## src/design/neighbor_address_cache_aging_macros.svh

```systemverilog
// Assertion macros for the neighbor address cache.
// Expects clk and arst_n in the scope of each use; compiled out under SYNTHESIS.
`ifndef NEIGHBOR_ADDRESS_CACHE_AGING_MACROS_SVH
`define NEIGHBOR_ADDRESS_CACHE_AGING_MACROS_SVH

`ifndef SYNTHESIS
// same-cycle implication
`define NAC_ASSERT(lbl, ante, cons) \
	lbl: assert property (@(posedge clk) disable iff (!arst_n) (ante) |-> (cons)) \
		else $error("neighbor cache assertion failed");
// next-cycle implication
`define NAC_ASSERT_NEXT(lbl, ante, cons) \
	lbl: assert property (@(posedge clk) disable iff (!arst_n) (ante) |=> (cons)) \
		else $error("neighbor cache assertion failed");
`else
`define NAC_ASSERT(lbl, ante, cons)
`define NAC_ASSERT_NEXT(lbl, ante, cons)
`endif

`endif

```

## src/design/nac_pkg.sv

```systemverilog
// Shared types and constants for the neighbor address cache.
// No dependencies; used by every module of the block.
package nac_pkg;

	// default sizes
	localparam int DEF_IP_ENTRIES  = 64;
	localparam int DEF_MAC_ENTRIES = 64;
	localparam int DEF_IF_COUNT    = 16;

	// register reset value
	localparam logic [39:0] MAX_AGE_RESET = 40'd3600000000;

	// opcodes
	localparam logic [1:0] OP_LEARN     = 2'd0;
	localparam logic [1:0] OP_QUERY_IP  = 2'd1;
	localparam logic [1:0] OP_QUERY_MAC = 2'd2;
	localparam logic [1:0] OP_SWEEP     = 2'd3;

	// result status codes
	localparam logic [2:0] STAT_NEW        = 3'd0;
	localparam logic [2:0] STAT_UPDATED    = 3'd1;
	localparam logic [2:0] STAT_KEPT       = 3'd2;
	localparam logic [2:0] STAT_HIT        = 3'd3;
	localparam logic [2:0] STAT_MISS       = 3'd4;
	localparam logic [2:0] STAT_NOT_STATIC = 3'd5;
	localparam logic [2:0] STAT_FULL       = 3'd6;
	localparam logic [2:0] STAT_SWEEP      = 3'd7;

	typedef struct packed {
		logic [1:0]  opcode;
		logic [63:0] ip_high;
		logic [63:0] ip_low;
		logic        ip_is_v6;
		logic [47:0] mac_addr;
		logic [3:0]  interface_id;
		logic        static_flag;
		logic [63:0] now_us;
	} req_t;

	typedef struct packed {
		logic [2:0]  status;
		logic        hit;
		logic [3:0]  found_interface;
		logic [47:0] found_mac;
		logic [6:0]  removed_count;
	} rsp_t;

	// one word of the IP table
	typedef struct packed {
		logic        valid;
		logic        is_v6;
		logic [63:0] key_high;
		logic [63:0] key_low;
		logic [47:0] mac;
		logic [3:0]  iface;
		logic        is_static;
		logic [63:0] learn_time;
	} ip_entry_t;

	// one word of the MAC table
	typedef struct packed {
		logic        valid;
		logic [47:0] addr;
		logic [3:0]  iface;
	} mac_entry_t;

	// per-entry outcome of the compare unit
	typedef struct packed {
		logic ip_hit;
		logic ip_free;
		logic mac_hit;
		logic mac_free;
		logic aged;
	} flags_t;

endpackage

```

## src/design/nac_match.sv

```systemverilog
// Shared compare unit: checks one IP word and one MAC word against the item.
// Depends on nac_pkg for the entry and flag types.
module nac_match (
	input  logic                  v6,
	input  logic [63:0]           key_high,
	input  logic [63:0]           key_low,
	input  logic [47:0]           mac,
	input  logic [63:0]           now_us,
	input  logic [39:0]           max_age,
	input  nac_pkg::ip_entry_t    ip_rd,
	input  nac_pkg::mac_entry_t   mac_rd,
	output nac_pkg::flags_t       flags
);

	logic [63:0] age;

	// age wraps modulo 2^64
	assign age = now_us - ip_rd.learn_time;

	always_comb begin
		flags.ip_hit   = ip_rd.valid && (ip_rd.is_v6 == v6) &&
			(ip_rd.key_high == key_high) && (ip_rd.key_low == key_low);
		flags.ip_free  = !ip_rd.valid;
		flags.mac_hit  = mac_rd.valid && (mac_rd.addr == mac);
		flags.mac_free = !mac_rd.valid;
		flags.aged     = ip_rd.valid && !ip_rd.is_static && (age >= {24'd0, max_age});
	end

endmodule

```

## config.mk

```make
export PLATFORM = sky130hd
export DESIGN_NAME = nac_match
export DESIGN_NICKNAME = d
export VERILOG_FILES = /design/src/design/neighbor_address_cache_aging_macros.svh /design/src/design/nac_pkg.sv /design/src/design/nac_match.sv
export SDC_FILE = /design/constraint.sdc
export NUM_CORES = 1
export LEC_CHECK = 0
export BUFFER_PORTS_ARGS = -buffer_cell sky130_fd_sc_hd__buf_2
export CAP_MARGIN = 10
export CORE_AREA = 5 5 223 225
export DETAILED_ROUTE_END_ITERATION = 16
export DIE_AREA = 0 0 228 230
export PLACE_DENSITY = 0.49
export SYNTH_ARGS = -nofsm -noshare
export SYNTH_HDL_FRONTEND = slang
export SYNTH_SLANG_ARGS = --single-unit
```

## constraint.sdc

```tcl
create_clock -name vclk -period 7.2
set_input_delay 0.72 -clock vclk [all_inputs]
set_output_delay 0.72 -clock vclk [all_outputs]
set_load 0.02 [all_outputs]
```

==> flow_summary.toml <==
[cells_and_area]
nFillCells = 5425
final_area_um2 = 10740
mostFrequentLayoutCells = "530 x buf_2, 176 x inv_1, 104 x a21oi_1"
nNetsFinal = 2313
final-instance-count-excl-fill = 2245
layout_commonest_cell = "buf_2"
seqCellArea_um2 = 0
syn2layout_area_growth_pct = 45.98
flops_and_latches = 0
nClkBuffers = 0
drive_gt1_share_pct = 33.83

[synthesis]
synth_simple_gate_area_share_pct = 21.20
yosysWarnings = 0
synth_top_family_by_area = "compound AO/OA/AOI/OAI gates"
synth_mux_area_share_pct = 0.5611
syn_area_per_cell_um2 = 6.593
synth_compound_area_share_pct = 28.72
synth_xor_area_share_pct = 21.31
synthAdderAreaFrac_pct = 17.79
synth_fp_nets = 1801
mappedNetlistArea_um2 = 7358
synthCells = 1116
ys_seq_area_share_pct = 0
synthDistinctLibCells = 65

[critical_path]
worstSetupEndpointType = "primary output"
crit_family = "compound AO/OA/AOI/OAI gates"
slowest_stage = "or4_1"
critPathRequiredTime_ns = 6.48
max_stage_delay_ns = 0.45
criticalPathCategory = "primary input to primary output"
critPathMaxFanout = 6
start_kind = "primary input"
worst-path-buf-inv = 4
crit_arrival_ns = 6.09

[drt]
drt_iter0_drc = 567
vias_per_cell = 4.461
firstDrtPassIters = 6
wl_per_cell_um = 18.33
post-route-drc-count = 0
wl_um = 41150
ant_nets = 0
vias = 10016

[status]
status = "finished clean"

[global_routing]
grt_max_degree = 13
gr-max-usage-layer = "met2"
grt_pass1_wl_um = 60240
globalRouteMet2Util_pct = 24.00
grt_pass1_vias = 9984
overflow = 0
antenna_found_initial = 10
use_met1_pct = 20.94
grt_usage_pct = 14.41
globalRouteMet3Util_pct = 1.789

[place]
placed_cell_area_um2 = 10710
placed_cells = 2241
dp_hpwl_um = 38290
numPortBuffers = 530
place.gp.congestion = 0.9448

[sta]
post-route-period-util_pct = 94.62
finalCriticalPeriod_ns = 6.812
report.final.slew_viol_count = 0
tns_ns = 0
hold_violations = 0
relSlewSlack_pct = 43.18
worst_slew_pin_slew_ns = 0.8458
hold_slack_ns = 1.708
rsz0062_at_grt = "false"
finalSetupViolCount = 0
max_freq_mhz = 146.8

[floorplanning]
start_util_pct = 15.54
io_pins = 586
die-area_um2 = 52440
die_h_um = 230
rows = 80
die_w_um = 228
fp.coreArea_um2 = 47350

[run]
maxCapViolCount = 0

[hold_path]
hold_path_class = "primary input to primary output"

[power]
peakVddDrop_uv = 30.33
power.leakage_nw = 5.528
p_per_area_nw_per_um2 = 75.73

[clock_tree]
hold_buffers = 0
## synthesized netlist by cell type, types with 22 or more instances
cell type | count | share of area [%]
nand2_1 | 79 | 4.0
nor2_1 | 52 | 2.7
o21ai_0 | 55 | 3.7
xor2_1 | 95 | 11
nand4_1 | 51 | 4.3
nand3_1 | 25 | 1.7
ha_1 | 103 | 18
nor3_1 | 22 | 1.5
xnor2_1 | 84 | 10
inv_1 | 176 | 9.0
a21oi_1 | 104 | 7.1
nor4_1 | 32 | 2.7
## layer usage
metal	part of all wire [%]	vias to the layer above
li1	-	5039
met1	48	4597
met2	46	364
met3	5.3	14
met4	0.44	2
met5	0.017	-
## path summary, 6_finish.rpt
path	start	endpoint	slack, ns	depth (start not counted)
min	ip_rd[64]	flags[0]	1.71	3
max	ip_rd[4]	flags[0]	0.39	25
## where the power goes
part | total [W] | switching, W | internal [W]
combinational | 0.000813 | 0.000448 | 0.000366
sequential | 0 | 0 | 0
clock | 0.0000000000744 | 0 | 0.0000000000744
total | 0.000813 | 0.000448 | 0.000366
## repair_timing
item | CTS | global route
hold endpoints to repair | 0 | 0
resized for setup | 0 | 3
setup buffers | 0 | 0
setup endpoints to repair | 0 | 1
## kinds of logic (layout without fill, tap and decap cells)
family / after synthesis / after routing
fa+ha+maj: 104 / 104
compound gates: 323 / 323
mux: 4 / 4
xor+xnor: 179 / 179
other cells: 0 / 4
buf+inv: 201 / 711
simple gates: 305 / 305
## cell type report
class / instances / area [um2] / area share (%)
multi-input combinational: 915 / 6611 / 61.55
timing repair buffer: 535 / 2690 / 25.04
tap: 615 / 769.5 / 7.164
inverter: 176 / 660.6 / 6.150
antenna: 4 / 10.01 / 0.09319
## metrics by stage
stage	total power [W]	util (%)	setup slack (ns)
after floorplan	0.0004882	-	1.419
after global placement	0.0007964	22.62	0.2299
after detailed placement	0.0008047	22.62	0.1842
after CTS	0.0008099	22.62	0.1802
after global routing	0.0009091	22.68	0.03414
final	0.0008134	22.69	0.3875
(Power assumes the default switching activity.)
